`config.mk`:
```
export PLATFORM = sky130hd
export DESIGN_NAME = min_mismatch_candidate_select
export DESIGN_NICKNAME = d
export VERILOG_FILES = /design/src/rtl/mmcs_pkg.sv /design/src/rtl/min_mismatch_candidate_select.sv /design/src/rtl/mmcs_track.sv
export SDC_FILE = /design/constraint.sdc
export NUM_CORES = 1
export LEC_CHECK = 0
export ABC_CLOCK_PERIOD_IN_PS = 7200
export BUFFER_PORTS_ARGS = -buffer_cell sky130_fd_sc_hd__buf_4
export CORE_MARGIN = 3
export CORE_UTILIZATION = 44
export DETAILED_ROUTE_END_ITERATION = 10
export GPL_TIMING_DRIVEN = 0
export PLACE_DENSITY_LB_ADDON = 0.25
export SLEW_MARGIN = 20
export SYNTH_ARGS = -nofsm -noshare
export SYNTH_HDL_FRONTEND = slang
export SYNTH_SLANG_ARGS = --single-unit
```
`constraint.sdc`:
```
create_clock -name i_clk -period 7.2 [get_ports i_clk]
set_input_delay 0.72 -clock i_clk [delete_from_list [all_inputs] [get_ports i_clk]]
set_output_delay 0.72 -clock i_clk [all_outputs]
set_load 0.005 [all_outputs]
```
`src/rtl/mmcs_pkg.sv`:
```
package mmcs_pkg;

    localparam int MAX_LETTERS      = 64;
    localparam int WEIGHT_FRAC_BITS = 16;

    localparam int LEN_W   = 7;
    localparam int POS_W   = 7;
    localparam int LTR_W   = 8;
    localparam int ID_W    = 6;
    localparam int ERR_W   = 7;
    localparam int SCORE_W = 25;

    localparam logic [LEN_W-1:0] LEN_RESET = LEN_W'(40);

    // tdata layout on the result side: id, errors, score, zero fill to bytes
    localparam int OUT_ERR_LSB   = ID_W;
    localparam int OUT_SCORE_LSB = ID_W + ERR_W;
    localparam int OUT_BITS      = ID_W + ERR_W + SCORE_W;
    localparam int OUT_DATA_W    = ((OUT_BITS + 7) / 8) * 8;

    // tdata layout on the letter side: cand letter, ref letter, id
    localparam int IN_BITS   = 2 * LTR_W + ID_W;
    localparam int IN_DATA_W = ((IN_BITS + 7) / 8) * 8;

    typedef struct packed {
        logic [LTR_W-1:0] cand_letter;
        logic [LTR_W-1:0] ref_letter;
        logic [ID_W-1:0]  cand_id;
        logic             last_letter;
        logic             last_cand;
    } t_item;

    typedef struct packed {
        logic [ID_W-1:0]    best_id;
        logic [ERR_W-1:0]   best_errors;
        logic [SCORE_W-1:0] best_score;
    } t_result;

    typedef logic [SCORE_W-1:0] t_wtab [0:MAX_LETTERS];

    // Entry n is ln(n) scaled by 2^WEIGHT_FRAC_BITS, rounded half up.
    function automatic t_wtab f_wtab();
        t_wtab tab;
        real   v;
        tab[0] = '0;
        for (int n = 1; n <= MAX_LETTERS; n++) begin
            v      = $ln(real'(n)) * (2.0 ** WEIGHT_FRAC_BITS);
            tab[n] = SCORE_W'($rtoi(v + 0.5));
        end
        return tab;
    endfunction

    localparam t_wtab W_TAB = f_wtab();

endpackage

```
`src/rtl/min_mismatch_candidate_select.sv`:
```
// Flow: an accepted letter is held in the input register stage and is scored when it
//   leaves that stage; a winner it closes is loaded into the result register at that
//   point and offered on the result port from there.
// Throughput: one letter per cycle; the scoring register stage takes one letter each
//   cycle and stalls only when a set ends while the result register is still full and
//   its transfer does not happen in that cycle.
// Reset (i_rst_n low, synchronous): drop all in-flight transfers, clear the running
//   candidate and the held winner, and set string_length to 40.
module min_mismatch_candidate_select import mmcs_pkg::*; (
    input  logic                  i_clk,
    input  logic                  i_rst_n,
    // letter side
    input  logic                  i_s_axis_tvalid,
    output logic                  o_s_axis_tready,
    // [7:0] cand_letter, [15:8] ref_letter, [21:16] cand_id, [23:22] zero
    input  logic [IN_DATA_W-1:0]  i_s_axis_tdata,
    input  logic                  i_s_axis_tlast,   // last_letter
    input  logic [0:0]            i_s_axis_tuser,   // [0] last_cand
    // result side
    output logic                  o_m_axis_tvalid,
    input  logic                  i_m_axis_tready,
    // [5:0] best_id, [12:6] best_errors, [37:13] best_score, [39:38] zero
    output logic [OUT_DATA_W-1:0] o_m_axis_tdata,
    // configuration: string_length
    input  logic                  i_cfg_we,
    input  logic [LEN_W-1:0]      i_cfg_wdata
);

    logic [LEN_W-1:0] r_len;

    // Input register stage.
    logic  r_s1_valid;
    t_item r_s1_item;

    // Result register.
    logic    r_out_valid;
    t_result r_out;

    logic    in_fire;
    logic    s1_emits;
    logic    s1_fire;
    logic    out_free;
    t_item   in_item;
    t_result track_result;

    always_ff @(posedge i_clk) begin
        if (!i_rst_n) begin
            r_len <= LEN_RESET;
        end else if (i_cfg_we) begin
            r_len <= i_cfg_wdata;
        end
    end

    assign in_item.cand_letter = i_s_axis_tdata[LTR_W-1:0];
    assign in_item.ref_letter  = i_s_axis_tdata[2*LTR_W-1:LTR_W];
    assign in_item.cand_id     = i_s_axis_tdata[IN_BITS-1:2*LTR_W];
    assign in_item.last_letter = i_s_axis_tlast;
    assign in_item.last_cand   = i_s_axis_tuser[0];

    // A letter closing a set needs a free result slot; any other letter
    // advances regardless of the result side.
    assign s1_emits = r_s1_item.last_letter & r_s1_item.last_cand;
    assign out_free = !r_out_valid || i_m_axis_tready;
    assign s1_fire  = r_s1_valid && (!s1_emits || out_free);

    assign o_s_axis_tready = !r_s1_valid || s1_fire;
    assign in_fire         = i_s_axis_tvalid && o_s_axis_tready;

    always_ff @(posedge i_clk) begin
        if (!i_rst_n) begin
            r_s1_valid <= 1'b0;
        end else begin
            r_s1_valid <= in_fire || (r_s1_valid && !s1_fire);
        end
    end

    // Payload register: load on each transfer, hold otherwise.
    always_ff @(posedge i_clk) begin
        if (in_fire) begin
            r_s1_item <= in_item;
        end
    end

    mmcs_track u_track (
        .i_clk    (i_clk),
        .i_rst_n  (i_rst_n),
        .i_fire   (s1_fire),
        .i_item   (r_s1_item),
        .i_len    (r_len),
        .o_result (track_result)
    );

    always_ff @(posedge i_clk) begin
        if (!i_rst_n) begin
            r_out_valid <= 1'b0;
        end else if (s1_fire && s1_emits) begin
            r_out_valid <= 1'b1;
        end else if (i_m_axis_tready) begin
            r_out_valid <= 1'b0;
        end
    end

    always_ff @(posedge i_clk) begin
        if (s1_fire && s1_emits) begin
            r_out <= track_result;
        end
    end

    assign o_m_axis_tvalid = r_out_valid;
    assign o_m_axis_tdata  = {{(OUT_DATA_W - OUT_BITS){1'b0}},
                              r_out.best_score, r_out.best_errors, r_out.best_id};

endmodule

```
`src/rtl/mmcs_track.sv`:
```
module mmcs_track import mmcs_pkg::*; (
    input  logic             i_clk,
    input  logic             i_rst_n,
    input  logic             i_fire,
    input  t_item            i_item,
    input  logic [LEN_W-1:0] i_len,
    output t_result          o_result
);

    logic [POS_W-1:0]   r_pos,   n_pos;
    logic [ERR_W-1:0]   r_err,   n_err;
    logic [SCORE_W-1:0] r_wt,    n_wt;
    logic [POS_W-1:0]   r_first, n_first;

    logic               r_have;
    logic [ID_W-1:0]    r_hid,   n_hid;
    logic [ERR_W-1:0]   r_herr,  n_herr;
    logic [SCORE_W-1:0] r_hwt,   n_hwt;
    logic [POS_W-1:0]   r_hfirst, n_hfirst;

    logic [LEN_W-1:0] len_eff;
    logic [LEN_W-1:0] wt_idx;
    logic             in_range;
    logic             miss;
    logic             better;

    // Clamp length into 1..MAX_LETTERS.
    always_comb begin
        if (i_len == '0) begin
            len_eff = LEN_W'(1);
        end else if (i_len > LEN_W'(MAX_LETTERS)) begin
            len_eff = LEN_W'(MAX_LETTERS);
        end else begin
            len_eff = i_len;
        end
    end

    assign in_range = r_pos < len_eff;
    assign miss     = in_range && (i_item.cand_letter != i_item.ref_letter);
    assign wt_idx   = len_eff - r_pos;

    always_comb begin
        n_pos   = in_range ? r_pos + POS_W'(1) : r_pos;
        n_err   = r_err + ERR_W'(miss);
        n_wt    = miss ? r_wt + W_TAB[wt_idx] : r_wt;
        n_first = (miss && r_first == '0) ? r_pos + POS_W'(1) : r_first;
    end

    always_comb begin
        priority if (!r_have || n_err < r_herr) begin
            better = 1'b1;
        end else if (n_err > r_herr) begin
            better = 1'b0;
        end else if (n_wt != r_hwt) begin
            better = n_wt > r_hwt;
        end else begin
            better = n_first < r_hfirst;
        end
    end

    always_comb begin
        if (better) begin
            n_hid    = i_item.cand_id;
            n_herr   = n_err;
            n_hwt    = n_wt;
            n_hfirst = n_first;
        end else begin
            n_hid    = r_hid;
            n_herr   = r_herr;
            n_hwt    = r_hwt;
            n_hfirst = r_hfirst;
        end
    end

    assign o_result.best_id     = n_hid;
    assign o_result.best_errors = n_herr;
    assign o_result.best_score  = n_hwt;

    always_ff @(posedge i_clk) begin
        if (!i_rst_n) begin
            r_pos    <= '0;
            r_err    <= '0;
            r_wt     <= '0;
            r_first  <= '0;
            r_have   <= 1'b0;
            r_hid    <= '0;
            r_herr   <= '0;
            r_hwt    <= '0;
            r_hfirst <= '0;
        end else if (i_fire) begin
            if (i_item.last_letter) begin
                r_pos   <= '0;
                r_err   <= '0;
                r_wt    <= '0;
                r_first <= '0;
                if (i_item.last_cand) begin
                    r_have   <= 1'b0;
                    r_hid    <= '0;
                    r_herr   <= '0;
                    r_hwt    <= '0;
                    r_hfirst <= '0;
                end else begin
                    r_have   <= 1'b1;
                    r_hid    <= n_hid;
                    r_herr   <= n_herr;
                    r_hwt    <= n_hwt;
                    r_hfirst <= n_hfirst;
                end
            end else begin
                r_pos   <= n_pos;
                r_err   <= n_err;
                r_wt    <= n_wt;
                r_first <= n_first;
            end
        end
    end

endmodule

```
==> flow_summary.toml, run 1 <==
[critical_path]
arrival_ns = 7.76
path_common_cell = "buf_4"
critical_path.max_fanout = 10
crit_type = "register to register"
slowest_stage = "or4_4"
required_ns = 7.39
slowest_delay_ns = 0.54
crit_path_end_kind = "register"
startpoint_type = "register"

[place]
place_inst = 1554
dp_hpwl_um = 22000
place.gp.congestion = 0.976
dpl-instance-area_um2 = 11400
pre_cts_slack_ns = -1.73
numPortBuffers = 73

[route]
drc = 0
vias = 9866
antenna_left = 0
wl_per_cell_um = 19.7
initialDrtViolationCount = 923
vias_per_cell = 5.98
routed_wl_um = 32500
dr.pass1.iters = 5

[timing]
fmax_mhz = 132
hold_viol_final = 0
tightest_slew_ns = 1.01
whs_ns = 0.444
finalSetupViolCount = 83
setup_tns_ns = -23.64
finClkSkew_ns = 0.0159
slew_headroom_pct = 32.8
grt_setup_unrepaired = "yes"
fin_crit_sh_pct = 105
setup_ws_ns = -0.371
slew_violations = 0
min_period_ns = 7.57

[clock_tree]
clock_sinks = 163
cts_buffer_depth = 2
numCtsBuffers = 17
cts_tree = "done"
clk_latency_ns = 0.44
ctsHoldBuffers = 0
root_buffer = "clkbuf_16"
htreeDepth = 4
clk_pin_slew_ns = 0.08

[synthesis]
syn_inst = 1166
synth.avg_cell_area_um2 = 8.96
synthesis.area_um2 = 10400
ys.flop_type = "dfxtp_1"
synth-async-reset-ratio_pct = 0
ys_seq_area_share_pct = 37.2
ys_types = 75
synth_edf_count = 62
yosysWarnings = 0
synth_seq_cells = 163

[final_layout]
final_cells = 1649
nets = 1445
final_common_cell = "buf_4"
area_growth_pct = 32.0
final_cell_mix = "buf_4 (129), nand2_1 (100), dfxtp_1 (99)"
drive_gt1_share_pct = 28.2
antenna_cells = 0
fill_cells = 1933
final_area_um2 = 13800

[die]
die-area_um2 = 25600
initial_core_util_pct = 45.4
core_area_um2 = 23000
fp-row-count = 55
io_pins = 80
fp.dieW_um = 160
die_h_um = 160

[global_routing]
grt_use_total_pct = 23.7
grt_pass1_vias = 9233
antenna_found_initial = 0
grt_max_degree = 37
grt-ovfl-total = 0
grt_pass1_wl_um = 48900

[worst_hold_path]
hp-class = "input port to register"

[power]
leakagePower_uw = 0.00550
pwr_density_cell_nw_per_um2 = 248
peakVddDrop_mv = 0.152

[run]
maxCapViolCount = 0

[run_status]
outcome = "complete, but fails checks"
violations = "negative setup slack"
## cells in the mapped netlist, types with 27 or more instances
cell type    n  area, um^2
a21oi_1     92         460
a22o_1      39         342
clkbuf_1    40         150
dfxtp_1    101        2020
edfxtp_1    62        1860
ha_1        82        1030
inv_1       63         236
mux2_2      35         394
nand2_1    104         390
nand3_1     31         155
nor2_1      95         357
nor3_1      27         135
o21ai_0     73         365
## power by group
part	total [uW]	internal, uW	switching (uW)
logic	1440	605	838
registers	1020	1000	20.3
clock network	958	506	452
## path summary, 6_finish.rpt
path | slack (ns) | end | from | cells past startpoint
min reg2reg | 0.45 | u_track.r_hfirst[1] | u_track.r_hfirst[1] | 2
min | 0.44 | r_s1_item[3] | i_s_axis_tdata[17] | 1
max | -0.37 | o_m_axis_tdata[23] | r_len[1] | 34
max reg2reg | -0.37 | o_m_axis_tdata[23] | r_len[1] | 34
## worst max-delay path, delay by kind of cell, from the launching register on
kind	cells	cell delay (ns)
AND/OR/NAND/NOR	6	1.04
AO/OA/AOI/OAI	12	2.86
flip-flops	1	0.32
adder cells (fa/ha/maj)	5	1.50
buffers and inverters	10	1.29
multiplexers	1	0.30
## stage by stage
step	utilization [%]	power [uW]
after floorplan	-	1790
after global routing	60.0	3570
after detailed placement	49.7	2110
final	60.0	3420
after global placement	49.7	2110
after CTS	56.4	3230
## flip-flops by register name (all words and copies together) (netlist names)
register / cells
u_track.r_herr: 7
r_len: 7
r_s1_item: 24
u_track.r_err: 7
u_track.r_hwt: 25
u_track.r_first: 7
u_track.r_have: 1
o_m_axis_tdata: 38
u_track.r_wt: 25
u_track.r_hid: 6
u_track.r_hfirst: 7
o_m_axis_tvalid: 1
r_s1_valid: 1
u_track.r_pos: 7
## area by class of cell
class / count / area, um^2 / share of cell area, %
Multi-Input combinational cell: 871 / 6860 / 49.7
Sequential cell: 163 / 3890 / 28.2
Timing Repair Buffer: 141 / 1260 / 9.12
Buffer: 63 / 495 / 3.60
Clock buffer: 17 / 425 / 3.09
Tap cell: 313 / 392 / 2.84
Inverter: 66 / 262 / 1.90
Clock inverter: 15 / 208 / 1.51
## logic make-up after synthesis
logic type | Yosys count | share of synthesized area (%)
AOI/OAI and AO/OA | 368 | 23.7
xor gates and xnor gates | 45 | 3.99
adders and majority gates | 84 | 10.2
buffers and inverters | 133 | 5.15
DFF | 163 | 37.2
muxes | 47 | 5.18
other | 1 | 0.0359
and+or+nand+nor | 325 | 14.5
## metal layers
metal  share of wire [%]  vias to the layer above  wire length (um)  GRT usage [%]
li1                    -                     4619                 -              -
met1                  43                     4674             13800           31.4
met4                 2.7                        0               880           7.10
met3                 8.1                       85              2640           5.37
met2                  47                      488             15200           38.8
met5                   0                        -                 0              0
## timing repair
| action | in CTS | in global routing |
|---|---|---|
| setup endpoints to repair | 83 | 83 |
| hold endpoints to repair | 0 | 0 |
| setup buffers | 44 | 16 |
| gates resized for setup | 135 | 138 |
| pin swaps | 49 | 52 |
| gates cloned | 2 | 5 |
(Power assumes the default switching activity.)
==> run 2: changes to the inputs <==
- ABC_CLOCK_PERIOD_IN_PS: 7200 -> 6100
- TNS_END_PERCENT: not set -> 50
- clock period: 7.2 -> 6.1 ns (I/O delays scaled with it)
==> run 2 against run 1 <==
The run still ends with negative setup slack left. Via count decreased by 2.7%. Sequential power increased by 19%. Die area unchanged. Global-route usage increased by 0.44 points. Largest cell class unchanged.
==> flow_summary.toml, run 2 (synthesis gave the netlist of run 1 again) <==
[critical_path]
slowest_stage = "or4_4"
rrSetupSlack_ns = -1.50
cp_top_family = "simple AND/OR/NAND/NOR gates"
cp_num_buf_inv = 7
startpoint_type = "register"
critical_path.max_fanout = 10
slowest_delay_ns = 0.54
crit_type = "register to register"
required_ns = 6.28
arrival_ns = 7.78
crit_path_end_kind = "register"

[clock_tree]
clk_latency_ns = 0.44
cts_tree = "done"
root_buffer = "clkbuf_16"
htreeDepth = 4
numCtsBuffers = 17
clock_sinks = 163
cts_buffer_depth = 2
ctsHoldBuffers = 0
clk_pin_slew_ns = 0.08

[power]
power_uw = 3830
seqPwrFrac_pct = 31.5
leakagePower_uw = 0.00526
pwr_density_cell_nw_per_um2 = 289
p_switching_uw = 1470
power_frac_comb_pct = 40.7
swShare_pct = 38.5
peakVddDrop_mv = 0.241
p_int_uw = 2350
power_frac_clock_pct = 27.8

[timing]
grt_setup_unrepaired = "yes"
setup_tns_ns = -118.78
setup_ws_ns = -1.50
fin_crit_sh_pct = 125
tightest_slew_ns = 0.993
hold_viol_final = 0
slew_headroom_pct = 33.8
fmax_mhz = 132
slew_violations = 0
finalSetupViolCount = 83
min_period_ns = 7.60
finClkSkew_ns = 0.0197

[place]
place.gp.congestion = 1.03
dpl-instance-area_um2 = 11600
dp_hpwl_um = 22000
numPortBuffers = 73
pre_cts_slack_ns = -2.28

[run_status]
violations = "negative setup slack"
outcome = "complete, but fails checks"

[final_layout]
area_growth_pct = 27.0
final_area_um2 = 13300
drive_gt1_share_pct = 25.2
final_util_pct = 57.7
final_cell_mix = "buf_4 (116), nand2_1 (101), dfxtp_1 (99)"
largest_reg_flops = 38
antenna_cells = 0
nets = 1424
final_common_cell = "buf_4"

[route]
wl_per_cell_um = 19.4
dr.pass1.iters = 10
antenna_left = 0
drc = 0
vias_per_cell = 5.90
routed_wl_um = 31500
initialDrtViolationCount = 859
vias = 9604

[die]
core_area_um2 = 23000
die-area_um2 = 25600
fp.dieW_um = 160
die_h_um = 160
io_pins = 80
initial_core_util_pct = 45.4
fp-row-count = 55

[worst_hold_path]
hp-class = "input port to register"

[global_routing]
grt_pass1_wl_um = 50100
grt_max_degree = 36
grt-ovfl-total = 0
antenna_found_initial = 0
grt_use_total_pct = 24.1
grt_pass1_vias = 9367

[run]
maxCapViolCount = 0
-- run 2: path summary, 6_finish.rpt --
| path | depth (start not counted) | startpoint | end |
|---|---|---|---|
| worst max-delay path | 32 | r_len[4] | o_m_axis_tdata[23] |
| worst min-delay path | 1 | i_s_axis_tdata[18] | r_s1_item[4] |
| worst max register to register | 32 | r_len[4] | o_m_axis_tdata[23] |
| worst min register to register | 2 | u_track.r_hfirst[1] | u_track.r_hfirst[1] |
-- run 2: per-layer routing --
layer / wire [um] / GRT usage, % / share of wire (%) / vias to the layer above
li1: - / - / - / 4576
met1: 13800 / 32.6 / 44 / 4527
met2: 14500 / 38.4 / 46 / 402
met3: 2040 / 4.46 / 6.5 / 99
met4: 1170 / 9.55 / 3.7 / 0
met5: 0 / 0 / 0 / -
-- run 2: layout make-up --
type	instances	area (um^2)
multi-input cells	871	6650
inverters	66	267
clock buffers	17	425
well taps	313	392
clock inverters	15	161
fillers	2052	9720
flip-flops and latches	163	3890
plain buffers	62	455
repair buffers	121	1030
-- run 2: through the flow --
stage / hold slack, ns / std cells
2_1_floorplan: 0.417 / 1167
3_3_place_gp: 0.432 / 1553
3_5_place_dp: 0.442 / 1554
4_1_cts: 0.327 / 1617
5_1_grt: 0.334 / 1628
6_report: 0.344 / 1628
-- run 2: timing repair --
action	in CTS	in global routing
setup endpoints to repair	84	83
buffers inserted	34	11
pin swaps	32	26
hold endpoints to repair	0	0
gates cloned	2	0
resized for setup	104	67
-- run 2: worst register-to-register path, delay by kind of cell (launching register included) --
family	cells	cell delay, ns
muxes	2	0.81
xor gates and xnor gates	1	0.13
DFF	1	0.33
and+or+nand+nor	8	2.03
adders and majority gates	6	1.69
buffers and inverters	7	0.88
AOI/OAI and AO/OA	8	1.47
-- run 2: power by group through the flow --
stage	Sequential (uW)	Combinational [uW]	Clock, uW
3_3_place_gp	1230	1300	0
2_1_floorplan	1220	920	0
5_1_grt	1210	1690	1120
6_report	1210	1560	1060
3_5_place_dp	1230	1290	0
4_1_cts	1200	1440	1090
==> run 3: changes to the inputs <==
- ABC_CLOCK_PERIOD_IN_PS: 6100 -> 8100
- CORE_MARGIN: 3 -> not set
- clock period: 6.1 -> 8.1 ns (I/O delays scaled with it)
==> run 3 against run 2 <==
The flow now finishes without violations. Global-route usage increased by 0.97 points. Cell count fell by 0.86%. Sequential share of layout area is 1.8 points higher. Utilization shrank 4.3 points. Final area is 5.8% lower. Worst setup slack improved by 1.8 ns. Count of clock-buffer cells in the layout did not move. Register-to-register slack gained 1.8 ns. Total power decreased by 27%. Worst hold slack better by 0.12 ns. First-iteration DRC count increased by 9.5%. Critical path type unchanged. Largest cell class unchanged.
==> flow_summary.toml, run 3 (synthesis gave the netlist of run 1 again) <==
[critical_path]
cp.depth = 34
worst-r2r-cell-count = 34
slowest_delay_ns = 0.52
cp_num_buf_inv = 6
path_common_cell = "buf_4"
startpoint_type = "register"
critical_path.max_fanout = 10
cp_top_family = "compound AO/OA/AOI/OAI gates"
reg2reg_from = "r_len[1]"
crit_type = "register to register"
crit_path_end = "u_track.r_hfirst[4]"
arrival_ns = 8.08
r2r-end = "u_track.r_hfirst[4]"
required_ns = 8.42
startpoint = "r_len[1]"
rrSetupSlack_ns = 0.34
crit_path_end_kind = "register"
slowest_stage = "mux4_2"

[power]
power_uw = 2800
leakagePower_uw = 0.00499
pwr_density_cell_nw_per_um2 = 224
peakVddDrop_mv = 0.153

[die]
core_area_um2 = 23400
die-area_um2 = 24400
die_h_um = 156
fp.dieW_um = 156
io_pins = 80
initial_core_util_pct = 44.6
fp-row-count = 56

[clock_tree]
cts_buffer_depth = 2
ctsHoldBuffers = 0
htreeDepth = 4
clock_sinks = 163
numCtsBuffers = 17
cts_tree = "done"
clk_pin_slew_ns = 0.07
root_buffer = "clkbuf_16"
clk_latency_ns = 0.44

[route]
vias_per_cell = 5.88
drc = 0
vias = 9483
routed_wl_um = 30500
antenna_left = 0
dr.pass1.iters = 8
wl_per_cell_um = 18.9
initialDrtViolationCount = 941

[run]
maxCapViolCount = 0

[final_layout]
nets = 1404
final_area_um2 = 12500
final_common_cell = "buf_4"
antenna_cells = 0
area_growth_pct = 19.7
fill_cells = 2202
final_cell_mix = "buf_4 (105), nand2_1 (103), dfxtp_1 (101)"
largest_reg_flops = 38
final_util_pct = 53.4
drive_gt1_share_pct = 19.8

[global_routing]
grt_pass1_wl_um = 47400
use_met3_pct = 3.89
grt_pass1_vias = 8805
grt_max_degree = 37
grt-ovfl-total = 0
grt_use_total_pct = 25.1
antenna_found_initial = 0
grt.met2_usage_pct = 41.8
grt_use_met1_pct = 33.2
busiest_layer = "met2"

[timing]
setup_tns_ns = 0
fmax_mhz = 129
slew_violations = 0
tightest_slew_ns = 0.721
finClkSkew_ns = 0.0148
hold_viol_final = 0
finalSetupViolCount = 0
min_period_ns = 7.76
setup_ws_ns = 0.345
slew_headroom_pct = 51.4
fin_crit_sh_pct = 95.7

[place]
pre_cts_slack_ns = -1.26
dpl-instance-area_um2 = 11400
numPortBuffers = 73
dp_hpwl_um = 21600
place.gp.congestion = 1.01

[worst_hold_path]
hp-class = "register to register"
worstHoldStart = "u_track.r_hfirst[1]"

[run_status]
outcome = "finished clean"
-- run 3: changes by cell type in the layout (fill, tap and decap cells not counted), moves of 7 or more --
cell / delta
buf_2: +7
buf_12: -7
ha_1: +9
clkbuf_1: +9
buf_4: -11
clkbuf_2: -8
ha_4: -8
-- run 3: metrics by stage --
stage               std cells  hold WS (ns)
finish                   1614         0.462
global route             1614         0.492
CTS                      1597         0.463
detailed placement       1560         0.445
global placement         1559         0.435
floorplan                1167         0.417
-- run 3: worst register-to-register path, delay by kind of cell, from the launching register on --
kind / cells / cell delay (ns)
and+or+nand+nor: 8 / 1.57
xor gates and xnor gates: 1 / 0.12
AOI/OAI and AO/OA: 12 / 2.48
muxes: 1 / 0.52
DFF: 1 / 0.32
buffers and inverters: 6 / 0.78
adders and majority gates: 6 / 1.84
-- run 3: worst min path at each step --
stage,endpoint,slack [ns],cells after the start
detailed placement,u_track.r_hfirst[0],0.44,2
global route,u_track.r_err[0],0.49,2
finish,u_track.r_hfirst[1],0.46,2
floorplan,u_track.r_hfirst[0],0.42,2
global placement,u_track.r_hfirst[0],0.44,2
CTS,u_track.r_hfirst[6],0.46,2
-- run 3: final cells by class --
| class | count | area, um^2 | area share [%] |
|---|---|---|---|
| Timing Repair Buffer | 99 | 756 | 6.05 |
| Inverter | 66 | 255 | 2.04 |
| Clock buffer | 17 | 425 | 3.40 |
| Clock inverter | 15 | 186 | 1.49 |
| Multi-Input combinational cell | 871 | 6260 | 50.1 |
| Sequential cell | 163 | 3880 | 31.1 |
| Buffer | 64 | 334 | 2.67 |
| Tap cell | 319 | 399 | 3.19 |
-- run 3: timing repair --
| item | in CTS | in global routing |
|---|---|---|
| resized for setup | 27 | 73 |
| pin swaps | 4 | 20 |
| endpoints found under the setup margin | 83 | 83 |
| buffers inserted | 6 | 19 |
-- run 3: per-layer routing --
layer	routed length (um)	share of wire [%]
met5	0	0
met4	635	2.1
met3	1850	6.1
met2	14400	47
met1	13600	45
-- run 3: power breakdown --
part | total [uW] | switching (uW) | internal, uW
Sequential | 906 | 17.3 | 889
Combinational | 1050 | 653 | 398
Clock | 841 | 419 | 422
